<file path="src/rtl/core/jnv_pkg.sv">
`timescale 1ns / 1ps

package jnv_pkg;

  // Characters the scanner reacts to
  localparam logic [7:0] CH_NUL    = 8'h00;
  localparam logic [7:0] CH_QUOTE  = 8'h22;
  localparam logic [7:0] CH_LBRACK = 8'h5B;
  localparam logic [7:0] CH_RBRACK = 8'h5D;
  localparam logic [7:0] CH_LBRACE = 8'h7B;
  localparam logic [7:0] CH_RBRACE = 8'h7D;

  typedef enum logic [2:0] {
    ST_SCAN     = 3'd0,
    ST_DONE     = 3'd1,
    ST_MISMATCH = 3'd2,
    ST_ENDED    = 3'd3,
    ST_DEEP     = 3'd4,
    ST_OPENER   = 3'd5,
    ST_LONG     = 3'd6
  } status_t;

  typedef enum logic [1:0] {
    PH_IDLE = 2'b01,
    PH_SCAN = 2'b10
  } phase_t;

  typedef struct packed {
    logic [7:0] text_byte;
    logic       doc_start;
  } jnv_in_t;

  typedef struct packed {
    status_t     status;
    logic [15:0] end_index;
    logic [6:0]  nest_depth;
  } jnv_out_t;

endpackage

</file>
<file path="src/rtl/core/json_nesting_validator.sv">
`timescale 1ns / 1ps
// Results are registered: each lands in the output register, or in the skid entry while the output is held.
// Throughput: one byte per cycle while the skid entry is empty, including runs of pushes and pops;
//   the stack memory is read one step ahead so each byte costs one top compare.
// Reset (rst_n, synchronous, active low): scanner idle, depth, quote flag and
//   position cleared, output stages empty. Stack memory is not cleared.
module json_nesting_validator
  import jnv_pkg::*;
#(
  parameter int MAX_DEPTH     = 64,
  parameter int POSITION_BITS = 16
) (
  input  logic     clk,
  input  logic     rst_n,
  input  logic     in_valid,
  output logic     in_ready,
  input  jnv_in_t  in_data,
  output logic     out_valid,
  input  logic     out_ready,
  output jnv_out_t out_data
);

  // Depth counter holds 0..MAX_DEPTH; stack address covers 0..MAX_DEPTH-1.
  localparam int DW = $clog2(MAX_DEPTH + 1);
  localparam int AW = (MAX_DEPTH > 1) ? $clog2(MAX_DEPTH) : 1;
  localparam int PW = POSITION_BITS;
  localparam logic [DW-1:0] DEPTH_MAX = DW'(MAX_DEPTH);

  // ---------------------------------------------------------------------------
  // Stack organization
  //   entry depth-1 : tos_r (top of stack, 1 = curly, 0 = square)
  //   entry depth-2 : nos_r (next on stack)
  //   entries 0..depth-3 : stack memory
  // The memory is read every cycle at (next depth - 3), so after a pop the
  // new next-on-stack entry is already sitting in the read register. A push
  // spills nos_r into the memory at depth-2, which is the very address read
  // in that same cycle, so a one-entry bypass covers that case.
  // ---------------------------------------------------------------------------
  logic          stack_mem [2**AW];
  logic          rd_data_r;
  logic          fwd_hit_r;
  logic          fwd_data_r;
  logic          rd_val;

  // Scanner state
  phase_t        phase_r,  phase_nxt;
  logic [DW-1:0] depth_r,  depth_nxt;
  logic          quote_r,  quote_nxt;
  logic [PW-1:0] pos_r,    pos_nxt;
  logic          tos_r,    tos_nxt;
  logic          nos_r,    nos_nxt;

  // Output register plus skid entry
  jnv_out_t      out_data_r;
  logic          out_valid_r;
  jnv_out_t      skid_data_r;
  logic          skid_valid_r;

  jnv_out_t      res;
  logic          in_fire;
  logic          out_pop;
  logic          go_idle;
  logic          mem_we;
  logic [DW-1:0] wr_full;
  logic [DW-1:0] rd_full;
  logic [AW-1:0] wr_addr;
  logic [AW-1:0] rd_addr;
  logic          is_open;
  logic          is_close;
  logic          want_curly;
  logic [PW+15:0] pos_ext;
  logic [DW+6:0]  depth_ext;

  // Input side only stalls when the skid entry is occupied.
  assign in_ready  = !skid_valid_r;
  assign in_fire   = in_valid && in_ready;
  assign out_pop   = out_valid_r && out_ready;
  assign out_valid = out_valid_r;
  assign out_data  = out_data_r;

  assign is_open    = (in_data.text_byte == CH_LBRACE) || (in_data.text_byte == CH_LBRACK);
  assign is_close   = (in_data.text_byte == CH_RBRACE) || (in_data.text_byte == CH_RBRACK);
  assign want_curly = (in_data.text_byte == CH_LBRACE) || (in_data.text_byte == CH_RBRACE);

  // Read data with bypass of last cycle's spill
  assign rd_val = fwd_hit_r ? fwd_data_r : rd_data_r;

  // ---------------------------------------------------------------------------
  // Per-byte decision, all from registered state
  // ---------------------------------------------------------------------------
  always_comb begin
    phase_nxt     = phase_r;
    depth_nxt     = depth_r;
    quote_nxt     = quote_r;
    pos_nxt       = pos_r;
    tos_nxt       = tos_r;
    nos_nxt       = nos_r;
    mem_we        = 1'b0;
    go_idle       = 1'b0;
    res.status    = ST_SCAN;
    res.end_index = '0;
    pos_ext       = '0;

    if (in_fire) begin
      priority if (in_data.doc_start) begin
        // New document; anything in progress is dropped.
        pos_nxt = '0;
        if (is_open && !is_close) begin
          quote_nxt = 1'b0;
          depth_nxt = DW'(1);
          tos_nxt   = want_curly;
          phase_nxt = PH_SCAN;
        end else begin
          go_idle    = 1'b1;
          res.status = ST_OPENER;
        end
      end else if (phase_r != PH_SCAN) begin
        go_idle = 1'b1;
      end else if (pos_r == '1) begin
        go_idle    = 1'b1;
        res.status = ST_LONG;
      end else begin
        pos_nxt = pos_r + PW'(1);
        priority if (in_data.text_byte == CH_NUL) begin
          go_idle    = 1'b1;
          res.status = ST_ENDED;
        end else if (quote_r) begin
          if (in_data.text_byte == CH_QUOTE) begin
            quote_nxt = 1'b0;
          end
        end else if (in_data.text_byte == CH_QUOTE) begin
          quote_nxt = 1'b1;
        end else if (is_open) begin
          if (depth_r >= DEPTH_MAX) begin
            go_idle    = 1'b1;
            res.status = ST_DEEP;
          end else begin
            tos_nxt   = want_curly;
            nos_nxt   = tos_r;
            depth_nxt = depth_r + DW'(1);
            mem_we    = (depth_r >= DW'(2));
          end
        end else if (is_close) begin
          if (tos_r != want_curly) begin
            go_idle    = 1'b1;
            res.status = ST_MISMATCH;
          end else begin
            depth_nxt = depth_r - DW'(1);
            tos_nxt   = nos_r;
            nos_nxt   = rd_val;
            if (depth_r == DW'(1)) begin
              // Outermost closer: document complete.
              go_idle       = 1'b1;
              res.status    = ST_DONE;
              pos_ext       = {16'b0, pos_nxt};
              res.end_index = pos_ext[15:0];
            end
          end
        end else begin
          // Any other byte outside quotes just advances the position.
          quote_nxt = quote_r;
        end
      end
    end

    if (go_idle) begin
      phase_nxt = PH_IDLE;
      depth_nxt = '0;
      quote_nxt = 1'b0;
    end

    depth_ext      = {7'b0, depth_nxt};
    res.nest_depth = depth_ext[6:0];
  end

  // Spill address is depth-2, prefetch address is (next depth)-3.
  assign wr_full = depth_r - DW'(2);
  assign rd_full = depth_nxt - DW'(3);
  assign wr_addr = wr_full[AW-1:0];
  assign rd_addr = rd_full[AW-1:0];

  // ---------------------------------------------------------------------------
  // Stack memory: one write port, one registered read port
  // ---------------------------------------------------------------------------
  always_ff @(posedge clk) begin
    if (mem_we) begin
      stack_mem[wr_addr] <= nos_r;
    end
    rd_data_r  <= stack_mem[rd_addr];
    fwd_data_r <= nos_r;
  end

  always_ff @(posedge clk) begin
    if (!rst_n) begin
      fwd_hit_r <= 1'b0;
    end else begin
      fwd_hit_r <= mem_we && (wr_addr == rd_addr);
    end
  end

  // ---------------------------------------------------------------------------
  // Scanner state registers
  // ---------------------------------------------------------------------------
  always_ff @(posedge clk) begin
    if (!rst_n) begin
      phase_r <= PH_IDLE;
      depth_r <= '0;
      quote_r <= 1'b0;
      pos_r   <= '0;
    end else begin
      phase_r <= phase_nxt;
      depth_r <= depth_nxt;
      quote_r <= quote_nxt;
      pos_r   <= pos_nxt;
    end
  end

  // Top two stack entries are payload; only read while depth covers them.
  always_ff @(posedge clk) begin
    tos_r <= tos_nxt;
    nos_r <= nos_nxt;
  end

  // ---------------------------------------------------------------------------
  // Output register with skid entry. A result lands in the output register
  // when it is free or draining this cycle, else it parks in the skid entry.
  // ---------------------------------------------------------------------------
  always_ff @(posedge clk) begin
    if (!rst_n) begin
      out_valid_r  <= 1'b0;
      skid_valid_r <= 1'b0;
    end else begin
      priority if (skid_valid_r) begin
        if (out_pop) begin
          skid_valid_r <= 1'b0;
        end
      end else if (in_fire) begin
        if (!out_valid_r || out_pop) begin
          out_valid_r <= 1'b1;
        end else begin
          skid_valid_r <= 1'b1;
        end
      end else if (out_pop) begin
        out_valid_r <= 1'b0;
      end
    end
  end

  always_ff @(posedge clk) begin
    priority if (skid_valid_r) begin
      if (out_pop) begin
        out_data_r <= skid_data_r;
      end
    end else if (in_fire) begin
      if (!out_valid_r || out_pop) begin
        out_data_r <= res;
      end else begin
        skid_data_r <= res;
      end
    end
  end

endmodule

</file>
<file path="config.mk">
export PLATFORM = sky130hd
export DESIGN_NAME = json_nesting_validator
export DESIGN_NICKNAME = d
export VERILOG_FILES = /design/src/rtl/core/jnv_pkg.sv /design/src/rtl/core/json_nesting_validator.sv
export SDC_FILE = /design/constraint.sdc
export NUM_CORES = 1
export LEC_CHECK = 0
export BUFFER_PORTS_ARGS = -buffer_cell sky130_fd_sc_hd__buf_2
export CAP_MARGIN = 5
export CORE_ASPECT_RATIO = 1.75
export CORE_UTILIZATION = 35
export DETAILED_ROUTE_END_ITERATION = 10
export PLACE_DENSITY = 0.59
export SETUP_SLACK_MARGIN = 0.1
export SYNTH_ARGS = -nofsm -noshare
export SYNTH_HDL_FRONTEND = slang
export SYNTH_SLANG_ARGS = --single-unit
</file>
<file path="constraint.sdc">
create_clock -name clk -period 6 [get_ports clk]
set_clock_uncertainty 0.2 [all_clocks]
set_input_delay 0.6 -clock clk [delete_from_list [all_inputs] [get_ports clk]]
set_output_delay 0.6 -clock clk [all_outputs]
set_load 0.005 [all_outputs]
</file>
==> results.md, run 1 <==
* Outcome: completed
* IO Port Bufs at 40
* Hold Path Class: primary input to flop
* Ports at 41
* Most used DFF post-synth: edfxtp_1
* Final critical-path required period at 4.77 ns
* H-tree depth at 4
* Post-Place Worst Slack at 0.953 ns
* Number of placement rows at 70
* Critical Path Max Stage Delay at 0.71 ns
* CTS resizes at 0
* Rel. slew slack at 38.7%
* Critical path launch point type: flop
* Via count at 5192
* Final TNS setup at 0 ns
* CTS tree: yes
* Root buffer selected by CTS: clkbuf_16
* Fin nets at 726
* R2R depth at 14
* Setup ws final at 1.23 ns
* ANT nets after route at 0
* Vias in the first global route at 5389
* Critical Path Fanout Max at 9
* Commonest non-fill, non-tap cell in the layout: edfxtp_1
* DIE HEIGHT at 196 µm
* Worst Setup SP: pos_r[0]
* Reg2reg end: rd_data_r
* Slowest CP cell: ha_1
* Post-CTS setup buffer count at 0
* Wire length on met2 at 10.4 mm
* Tot GR Track Use at 17.6%
* Clk pwr share at 46.7%
* Final Hold Viols at 0
* Synthesized area at 7490 µm²
* Logic gate share of total power at 3.6%
* RSZ-0062 raised after global routing: no
* Hold-fix buffers, CTS at 0
* Async SR Flop Fraction at 0%
* Arrival time worst endpoint at 4.89 ns
* Num Clock Sinks at 149
* Post-Route WL at 18.2 mm
* Fraction of the yosys area taken by sequential cells at 55.6%
* N_diodes at 0
* Die area at 22000 µm²
* Area Growth Syn to Fin at 14.4%
* Critical path class: flop to flop
* Leakage at 2.79 nW
* Sw Share at 23.2%
* Post-synthesis cell count at 662
* Crit path cell chain: ha_1 > and3_1 > nand3_1 > nor3_1 > buf_4 > o21ai_0 > a21oi_1 > a211oi_2 > ha_1 > buf_4 > mux4_2 > a222oi_1 > nand4_1 > and3_1
* Synthesized flop and latch total at 149
* M1 WL at 6.51 mm
* Core region area at 20900 µm²
* Wirelength per Cell at 18.8 µm
* RR Startpoint: pos_r[0]
* Highest routed metal layer: met4
* Gr ovfl total at 0
* Fmax at 210 MHz
* Ys Warns at 0
* P_int at 1.75 mW
* Yosys cell types at 74
* Crit path to: rd_data_r
* Slew Limit Fails at 0
* Sw power at 0.528 mW
* Largest net degree at the start of global routing at 67
* Antenna violations before repair at 0
* Initial DRC Count at 300
* Max_cap viols at 0
* EDFF count, synth at 118
* Worst slew pin tran at 0.917 ns
* Total power at 2.27 mW
* Wire length of the first global-routing pass at 29.1 mm
* Flop pwr share at 49.7%
* Layout Cells excl Fill at 968
* Routed vias/inst at 5.36
* Initial Util at 35.8%
* Worst-path clk slew at 0.07 ns
* First-pass DRT Iterations at 5
* Commonest non-fill, non-tap cells in the layout: edfxtp_1, nor2_1, nand2_1
* Dpl cells at 936
* Worst R2R Setup Slack at 1.23 ns
* Met3 routed WL at 414 µm
* Gpl congestion at 0.904
* Final setup fails at 0
* Net Count, Synth at 685
* Die W at 113 µm
* Pwr dens at 266 nW/µm²
* Inserted Clock Buffers at 17
* Worst-case clock buffer depth at 2
* VDD IR-drop max at 166 µV
* Share of layout cells above drive strength 1 at 19.3%
* DP Wirelength at 13.2 mm
* Tcrit/Tclk final at 79.4%
* Worst Setup End Kind: flop
* Worst skew pair latency at 0.43 ns
* Drt drc at 0
* Critical Path RT at 6.12 ns
* Post-layout util at 40.9%
* Synthesized area per cell at 11.3 µm²
-- how the worst min path moves through the flow --
stage,start,slack (ns),to,cells after the start
6_report,in_valid,0.24,skid_valid_r,3
5_1_grt,out_ready,0.25,skid_valid_r,4
4_1_cts,out_ready,0.23,skid_valid_r,4
3_5_place_dp,phase_r[1],0.29,phase_r[1],2
3_3_place_gp,phase_r[1],0.29,phase_r[1],2
2_1_floorplan,phase_r[1],0.25,phase_r[1],2
-- power groups by stage --
stage	clock network, mW	logic (mW)	registers [mW]
global route	1.12	0.0911	1.13
detailed placement	0	0.0842	1.15
floorplan	0	0.0410	1.16
global placement	0	0.0834	1.15
CTS	1.08	0.0844	1.13
finish	1.06	0.0826	1.13
-- state kept, by name, indices dropped and copies added, names as in the netlist, 2 cells and up --
register / cells
stack_mem: 64
out_data: 26
skid_data_r: 26
pos_r: 16
depth_r: 7
phase_r: 2
-- logic make-up after synthesis --
family	share of synthesized area, %
xor+xnor	3.38
fa+ha+maj	1.67
simple gates	18.8
buf+inv	2.32
compound gates	10.7
flops	55.6
mux	7.45
-- final cells by class --
type	instances	area [µm²]
clock buffers	18	429
clock inverters	14	154
fillers	1973	12400
inverters	14	52.6
multi-input cells	469	3160
flip-flops and latches	149	4160
well taps	252	315
repair buffers	52	290
-- metal layers --
layer | vias to the layer above | GRT usage [%]
li1 | 2520 | -
met4 | 0 | 10.8
met5 | - | 0
met3 | 42 | 2.61
met2 | 117 | 34.0
met1 | 2513 | 17.2
-- critical path: cells and delay by family (launching register included) --
kind	cells	cell delay, ns
adders and majority gates	2	0.98
AOI/OAI and AO/OA	4	0.95
muxes	1	0.51
DFF	1	0.44
and+or+nand+nor	5	1.08
buffers and inverters	2	0.51
-- synth_stat cells, types with 14 or more instances --
| cell type | n | area (µm²) |
|---|---|---|
| edfxtp_1 | 118 | 3540 |
| nor2_1 | 113 | 424 |
| nand2_1 | 73 | 274 |
| dfxtp_1 | 31 | 621 |
| o21ai_0 | 26 | 130 |
| clkbuf_1 | 23 | 86.3 |
| nor3_1 | 18 | 90.1 |
| a21oi_1 | 16 | 80.1 |
| mux4_2 | 16 | 360 |
| xnor2_1 | 15 | 131 |
| and2_1 | 14 | 87.6 |
| mux2_2 | 14 | 158 |
-- stage by stage --
step | hold slack, ns | cell area, µm²
5_1_grt | 0.253 | 8560
6_report | 0.242 | 8560
4_1_cts | 0.230 | 8560
3_5_place_dp | 0.294 | 7980
3_3_place_gp | 0.293 | 7980
2_1_floorplan | 0.255 | 7490
Power figures use the tool's default switching activity.
==> run 2, diff against run 1 <==
--- a/config.mk
+++ b/config.mk
@@ -5,6 +5,7 @@
 export SDC_FILE = /design/constraint.sdc
 export NUM_CORES = 1
 export LEC_CHECK = 0
+export ABC_AREA = 1
 export BUFFER_PORTS_ARGS = -buffer_cell sky130_fd_sc_hd__buf_2
 export CAP_MARGIN = 5
 export CORE_ASPECT_RATIO = 1.75
==> constraint.sdc (replaced) <==
create_clock -name clk -period 4.43 [get_ports clk]
set_clock_uncertainty 0.2 [all_clocks]
set_input_delay 0.443 -clock clk [delete_from_list [all_inputs] [get_ports clk]]
set_output_delay 0.443 -clock clk [all_outputs]
set_load 0.005 [all_outputs]
==> run 2 against run 1 <==
- fmax grew 32%
- count of clock-buffer cells in the layout stayed put
- first-iteration DRC count increased by 27%
- worst setup slack got worse by 0.43 ns
- flip-flop and latch count is the same
- sequential power is 38% higher
- via count up 20%
- power is 46% higher
- critical path type unchanged
==> results.md, run 2 <==
* EDFF count, synth at 118 (unchanged)
* Crit path cell chain: inv_1 > nand2_1 > nor3_1 > nand3_1 > nor2_1 > nor2_1 > nand3_2 > nand2_2 > inv_2 > nor2_1 > nand2_2 > inv_1 > ha_1 > clkinv_1 > buf_4 > nand3_1 > nand3_1 > nand3_1 > nand3_1 > nand2_1 > nand2_1 > nand2_1
* Rel. slew slack at 28.8% (-9.8 points)
* Area share of the largest cell type after synthesis at 46.6% (-0.72 points)
* Max_cap viols at 0 (unchanged)
* IO Port Bufs at 40 (unchanged)
* Tot GR Track Use at 19.6% (+2.0 points)
* Slowest CP cell: dfxtp_1
* Synth area leaders: edfxtp_1, dfxtp_1, nand2_1
* Inserted Clock Buffers at 17 (unchanged)
* Hold Path Class: primary input to flop
* Drt drc at 0 (unchanged)
* Worst-case clock buffer depth at 2 (unchanged)
* Crit-path most repeated cell: nand3_1
* Ys Warns at 0 (unchanged)
* Net Count, Synth at 898 (+31%)
* R2R depth at 22 (+8)
* Initial DRC Count at 382 (+27%)
* Final TNS setup at 0 ns (unchanged)
* Synthesized flop and latch total at 149 (unchanged)
* Instance count on the critical path at 22 (+8)
* Hold-fix buffers, CTS at 0 (unchanged)
* Worst Setup End Kind: flop
* DIE HEIGHT at 197 µm (+0.76%)
* Commonest non-fill, non-tap cells in the layout: nand2_1, nor2_1, edfxtp_1
* Critical Path RT at 4.61 ns (-1.51 ns)
* Most frequent cell after synthesis: nand2_1
* Ports at 41 (unchanged)
* DP Wirelength at 14.8 mm (+13%)
* Synthesized area at 7600 µm² (+1.6%)
* Dpl cells at 1192 (+27%)
* Critical path class: flop to flop
* Antenna violations before repair at 0 (unchanged)
* Worst Setup SP: depth_r[2]
* Post-Route WL at 20.8 mm (+15%)
* Die W at 113 µm (+0.76%)
* Commonest non-fill, non-tap cell in the layout: nand2_1
* Gpl congestion at 0.932 (+3.1%)
* Fraction of the yosys area taken by sequential cells at 54.8% (-0.85 points)
* First-pass DRT Iterations at 5 (unchanged)
* Critical Path Max Stage Delay at 0.39 ns (-0.32 ns)
* CTS resizes at 0 (unchanged)
* Worst slew pin tran at 1.07 ns (+0.150 ns)
* Async SR Flop Fraction at 0% (unchanged)
* Num Clock Sinks at 149 (unchanged)
* Worst Path Buf+Inv at 5 (+3)
* Fin nets at 942 (+30%)
* Final critical-path required period at 3.62 ns (-1.14 ns)
* Filler cell count at 2166 (+9.8%)
* VDD IR-drop max at 223 µV (+35%)
* Worst skew pair latency at 0.43 ns (about the same)
* Via count at 6235 (+20%)
* Fmax at 276 MHz (+32%)
* ANT nets after route at 0 (unchanged)
* Largest net degree at the start of global routing at 67 (unchanged)
* FF+latch area at 4160 µm² (unchanged)
* Core region area at 21400 µm² (+2.3%)
* Layout Cells excl Fill at 1224 (+26%)
* Post-synthesis cell count at 875 (+32%)
* RSZ-0062 raised after global routing: no
* N_diodes at 0 (unchanged)
* H-tree depth at 4 (unchanged)
* CTS tree: yes
* RR Startpoint: depth_r[2]
* Largest register by flop count: stack_mem
* Share of layout cells above drive strength 1 at 14.5% (-4.8 points)
* Post-layout util at 40.9% (about the same)
* Area Growth Syn to Fin at 15.1%
* Multi-input gate area at 3000 µm² (-5.0%)
* Outcome: completed
* Root buffer selected by CTS: clkbuf_16
* Die area at 22300 µm² (+1.5%)
* Final setup fails at 0 (unchanged)
* Worst-path clk slew at 0.07 ns (about the same)
* Yosys cell types at 39 (-47%)
* Routed vias/inst at 5.09 (-5.0%)
* Wire length of the first global-routing pass at 32.7 mm (+12%)
* Post-CTS setup buffer count at 0 (unchanged)
* Initial Util at 35.5% (-0.25 points)
* Gr ovfl total at 0 (unchanged)
* Worst R2R Setup Slack at 0.81 ns (-0.43 ns)
* Pwr dens at 378 nW/µm² (+42%)
* Hold depth at 4 (+1)
* Commonest cells post-synth: nand2_1, nor2_1, edfxtp_1
* Top delay family on crit path: simple AND/OR/NAND/NOR gates
* Leakage at 3.37 nW (+21%)
* Synthesized area per cell at 8.69 µm² (-23%)
* Arrival time worst endpoint at 3.80 ns (-1.09 ns)
* Max reg flops at 64 (unchanged)
* Slew Limit Fails at 0 (unchanged)
* Wirelength per Cell at 17.0 µm (-9.4%)
* Number of placement rows at 71 (+1.4%)
* Reg2reg end: rd_data_r
* Most used DFF post-synth: edfxtp_1
* Critical path launch point type: flop
* Crit path to: rd_data_r
* Tcrit/Tclk final at 81.8% (+2.3 points)
* Vias in the first global route at 6228 (+16%)
* Yosys top cell by area: edfxtp_1
* Critical Path Fanout Max at 11 (+2)
* Final Hold Viols at 0 (unchanged)
## run 2: layout make-up
cell class | count | share of cell area (%)
well taps | 292 | 4.17
flip-flops and latches | 149 | 47.6
clock inverters | 14 | 1.70
multi-input cells | 611 | 34.3
clock buffers | 18 | 5.14
repair buffers | 53 | 3.40
inverters | 87 | 3.73
## run 2: power breakdown
part | internal [mW] | switching (mW) | total, mW
clock network | 0.790 | 0.661 | 1.45
logic | 0.0912 | 0.212 | 0.303
registers | 1.54 | 0.0220 | 1.56
## run 2: logic make-up after synthesis
family,count (synthesis),synth area share [%]
xor gates and xnor gates,9,1.04
and+or+nand+nor,500,29.8
DFF,149,54.8
buffers and inverters,115,5.79
muxes,2,0.296
adders and majority gates,10,1.65
AOI/OAI and AO/OA,90,6.68
## run 2: how the worst min path moves through the flow
stage,slack (ns),from,end
detailed placement,0.25,phase_r[1],phase_r[1]
finish,0.10,out_ready,skid_valid_r
floorplan,0.23,phase_r[0],phase_r[0]
global placement,0.24,phase_r[1],phase_r[1]
CTS,0.09,out_ready,skid_valid_r
global route,0.12,out_ready,skid_valid_r
## run 2: per-stage QoR
stage | power [mW] | setup slack (ns) | hold slack [ns] | area (µm²)
detailed placement | 1.89 | 0.841 | 0.248 | 8160
finish | 3.31 | 0.807 | 0.103 | 8760
global placement | 1.89 | 0.864 | 0.238 | 8160
global route | 3.43 | 0.386 | 0.122 | 8760
CTS | 3.35 | 0.800 | 0.0887 | 8760
floorplan | 1.78 | 1.01 | 0.227 | 7600
## run 2: worst reg2reg max path: cells and delay by family (launching register included)
family	cells	cell delay, ns
flip-flops	1	0.39
AND/OR/NAND/NOR	16	1.73
buffers and inverters	5	0.99
adder cells (fa/ha/maj)	1	0.30
## run 2: metal layers
| metal | GRT usage [%] | routed length, µm |
|---|---|---|
| met1 | 18.0 | 7240 |
| met2 | 37.8 | 11600 |
| met3 | 3.66 | 622 |
| met4 | 13.8 | 1330 |
| met5 | 0 | 0 |
==> run 3, diff against run 2 <==
--- a/config.mk
+++ b/config.mk
@@ -11,7 +11,7 @@
 export CORE_ASPECT_RATIO = 1.75
 export CORE_UTILIZATION = 35
 export DETAILED_ROUTE_END_ITERATION = 10
-export PLACE_DENSITY = 0.59
+export PLACE_DENSITY = 0.6
 export SETUP_SLACK_MARGIN = 0.1
 export SYNTH_ARGS = -nofsm -noshare
 export SYNTH_HDL_FRONTEND = slang
==> constraint.sdc (replaced) <==
create_clock -name clk -period 3.2 [get_ports clk]
set_clock_uncertainty 0.2 [all_clocks]
set_input_delay 0.32 -clock clk [delete_from_list [all_inputs] [get_ports clk]]
set_output_delay 0.32 -clock clk [all_outputs]
set_load 0.005 [all_outputs]
==> run 3 against run 2 <==
- clock power up 47%
- utilization increased by 1.9 points
- critical endpoint unchanged
- sequential share of layout area shrank 2.1 points
- combinational power is 53% higher
- cell area rose by 4.7%
- wire length grew 2.0%
- worst hold slack lost 0.029 ns
- sequential power increased by 38%
==> results.md, run 3 (synthesized netlist as in run 2, its figures left out) <==
* ANT nets after route at 0 (unchanged)
* Worst-case clock buffer depth at 2 (unchanged)
* GRT met3 Usage at 3.35% (-0.31 points)
* Commonest non-fill, non-tap cells in the layout: nand2_1, nor2_1, edfxtp_1
* Area Growth Syn to Fin at 20.5%
* Largest register by flop count: stack_mem
* Inserted Clock Buffers at 17 (unchanged)
* Core region area at 21400 µm² (unchanged)
* Initial Util at 35.5% (unchanged)
* Final setup fails at 0 (unchanged)
* Crit-path most repeated cell: nand2_1
* Outcome: completed
* DP Wirelength at 15.8 mm (+6.7%)
* Largest net degree at the start of global routing at 67 (unchanged)
* Die area at 22300 µm² (unchanged)
* Wire length of the first global-routing pass at 33.2 mm (+1.5%)
* Worst slew pin tran at 0.782 ns (-0.284 ns)
* H-tree depth at 4 (unchanged)
* Critical Path Fanout Max at 5 (-6)
* Rel. slew slack at 47.3% (+18 points)
* Share of layout cells above drive strength 1 at 18.5% (+4.0 points)
* IO Port Bufs at 40 (unchanged)
* Ports at 41 (unchanged)
* Wirelength per Cell at 16.8 µm (-1.2%)
* Max_cap viols at 0 (unchanged)
* Design area at 9170 µm² (+4.7%)
* VDD IR-drop max at 299 µV (+34%)
* Worst Setup End Kind: flop
* CTS tree: yes
* Tcrit/Tclk final at 90.2% (+8.5 points)
* Slowest CP cell: dfxtp_1
* Top delay family on crit path: simple AND/OR/NAND/NOR gates
* Critical path launch point type: flop
* Critical path class: flop to flop
* Initial DRC Count at 331 (-13%)
* RSZ-0062 raised after global routing: no
* Setup ws final at 0.312 ns (-0.495 ns)
* Final TNS setup at 0 ns (unchanged)
* First-pass DRT Iterations at 5 (unchanged)
* Final Hold Viols at 0 (unchanged)
* Arrival time worst endpoint at 3.02 ns (-0.78 ns)
* Gpl congestion at 0.947 (+1.6%)
* Critical Path RT at 3.33 ns (-1.28 ns)
* Crit path cell chain: inv_2 > nand2_1 > nor3_1 > buf_4 > nand3_1 > nor2_2 > nor2_2 > nand3_2 > nand2_2 > inv_2 > nor2_1 > nand2_2 > inv_1 > ha_4 > inv_1 > nand3_1 > or2_1 > nand2_2 > inv_2 > nand3_1 > nand2_1 > nand2_1 > nand2_1
* Post-Route WL at 21.3 mm (+2.0%)
* Met2 Track Usage GR at 39.2% (+1.5 points)
* Hold Path Class: primary input to flop
* Dpl cells at 1231 (+3.3%)
* Vias in the first global route at 6449 (+3.5%)
* Num Clock Sinks at 149 (unchanged)
* Pwr dens at 518 nW/µm² (+37%)
* Routed vias/inst at 5.05 (-0.87%)
* Die W at 113 µm (unchanged)
* Drt drc at 0 (unchanged)
* DIE HEIGHT at 197 µm (unchanged)
* Fmax at 346 MHz (+25%)
* Number of placement rows at 71 (unchanged)
* Worst Path Buf+Inv at 6 (+1)
* Gr ovfl total at 0 (unchanged)
* Worst-path clk slew at 0.06 ns (about the same)
* Critical Path Max Stage Delay at 0.32 ns (-0.07 ns)
* Leakage at 3.58 nW (+6.2%)
* Commonest non-fill, non-tap cell in the layout: nand2_1
* Worst skew pair latency at 0.43 ns (about the same)
* Final critical-path required period at 2.89 ns (-0.735 ns)
* Via count at 6383 (+2.4%)
* Max reg flops at 64 (unchanged)
* Instance count on the critical path at 23 (+4.5%)
* Fin nets at 982 (+4.2%)
* R2R depth at 23 (+4.5%)
* N_diodes at 0 (unchanged)
* Filler cell count at 2132 (-1.6%)
* Post-Place Worst Slack at 0.0496 ns (-0.791 ns)
* Met1 usage at 17.5% (-0.48 points)
* DP Area at 8480 µm² (+4.0%)
* Layout Cells excl Fill at 1264 (+3.3%)
* Hold depth at 3 (-1)
* Root buffer selected by CTS: clkbuf_16
* Antenna violations before repair at 0 (unchanged)
* Slew Limit Fails at 0 (unchanged)
* Gr busiest metal: met2
* Tot GR Track Use at 20.0% (+0.44 points)
## run 3: changes by cell type in the layout (fill, tap and decap cells not counted), moves of 3 or more
cell and delta:
nor2_1 -3, buf_4 +36, nor2_2 +3, bufinv_16 +4, clkbuf_1 +5, inv_8 -7
## run 3: path summary, 6_finish.rpt
path                   start    endpoint  slack (ns)
setup reg to reg  depth_r[3]   rd_data_r        0.31
hold reg to reg   phase_r[1]  phase_r[1]        0.26
setup / recovery  depth_r[3]   rd_data_r        0.31
hold / removal         rst_n   out_valid        0.07
## run 3: report_power, final
part           internal, mW  leakage, nW  switching (mW)
clock network          1.35        0.299           0.782
logic                 0.158         1.94           0.306
registers              2.13         1.34          0.0244
total                  3.63         3.58            1.11
## run 3: layout make-up
cell class | count | area (µm²) | area share, %
sequential | 149 | 4170 | 45.4
multi-input combinational | 611 | 3050 | 33.3
timing repair buffer | 93 | 629 | 6.87
clock buffer | 24 | 472 | 5.15
tap | 292 | 365 | 3.99
inverter | 87 | 332 | 3.62
clock inverter | 8 | 150 | 1.64
## run 3: stage by stage
step | hold slack [ns] | util, % | power, mW
4_1_cts | 0.0504 | 42.6 | 4.78
5_1_grt | 0.0710 | 42.8 | 4.89
6_report | 0.0740 | 42.8 | 4.75
2_1_floorplan | 0.227 | - | 2.47
3_3_place_gp | 0.241 | 39.6 | 2.65
3_5_place_dp | 0.255 | 39.6 | 2.65
## run 3: worst register-to-register path, cell delays in order, from the launching register on
cell and delay, ns:
dfxtp_1 0.32, inv_2 0.09, nand2_1 0.08, nor3_1 0.15
buf_4 0.16, nand3_1 0.15, nor2_2 0.17, nor2_2 0.06
nand3_2 0.11, nand2_2 0.07, inv_2 0.05, nor2_1 0.04
nand2_2 0.07, inv_1 0.07, ha_4 0.18, inv_1 0.09
nand3_1 0.09, or2_1 0.26, nand2_2 0.12, inv_2 0.05
nand3_1 0.07, nand2_1 0.06, nand2_1 0.05, nand2_1 0.05
## run 3: what timing repair did
action	CTS	global route
buffers inserted	0	0
endpoints found under the hold margin	2	0
hold buffers	1	0
setup endpoints to repair	0	6
resized for setup	0	11
## run 3: routing by layer
layer  part of all wire, %  vias up
li1                      -     3144
met4                   7.3        0
met1                    34     2971
met3                   2.9       83
met2                    56      185
met5                     0        -
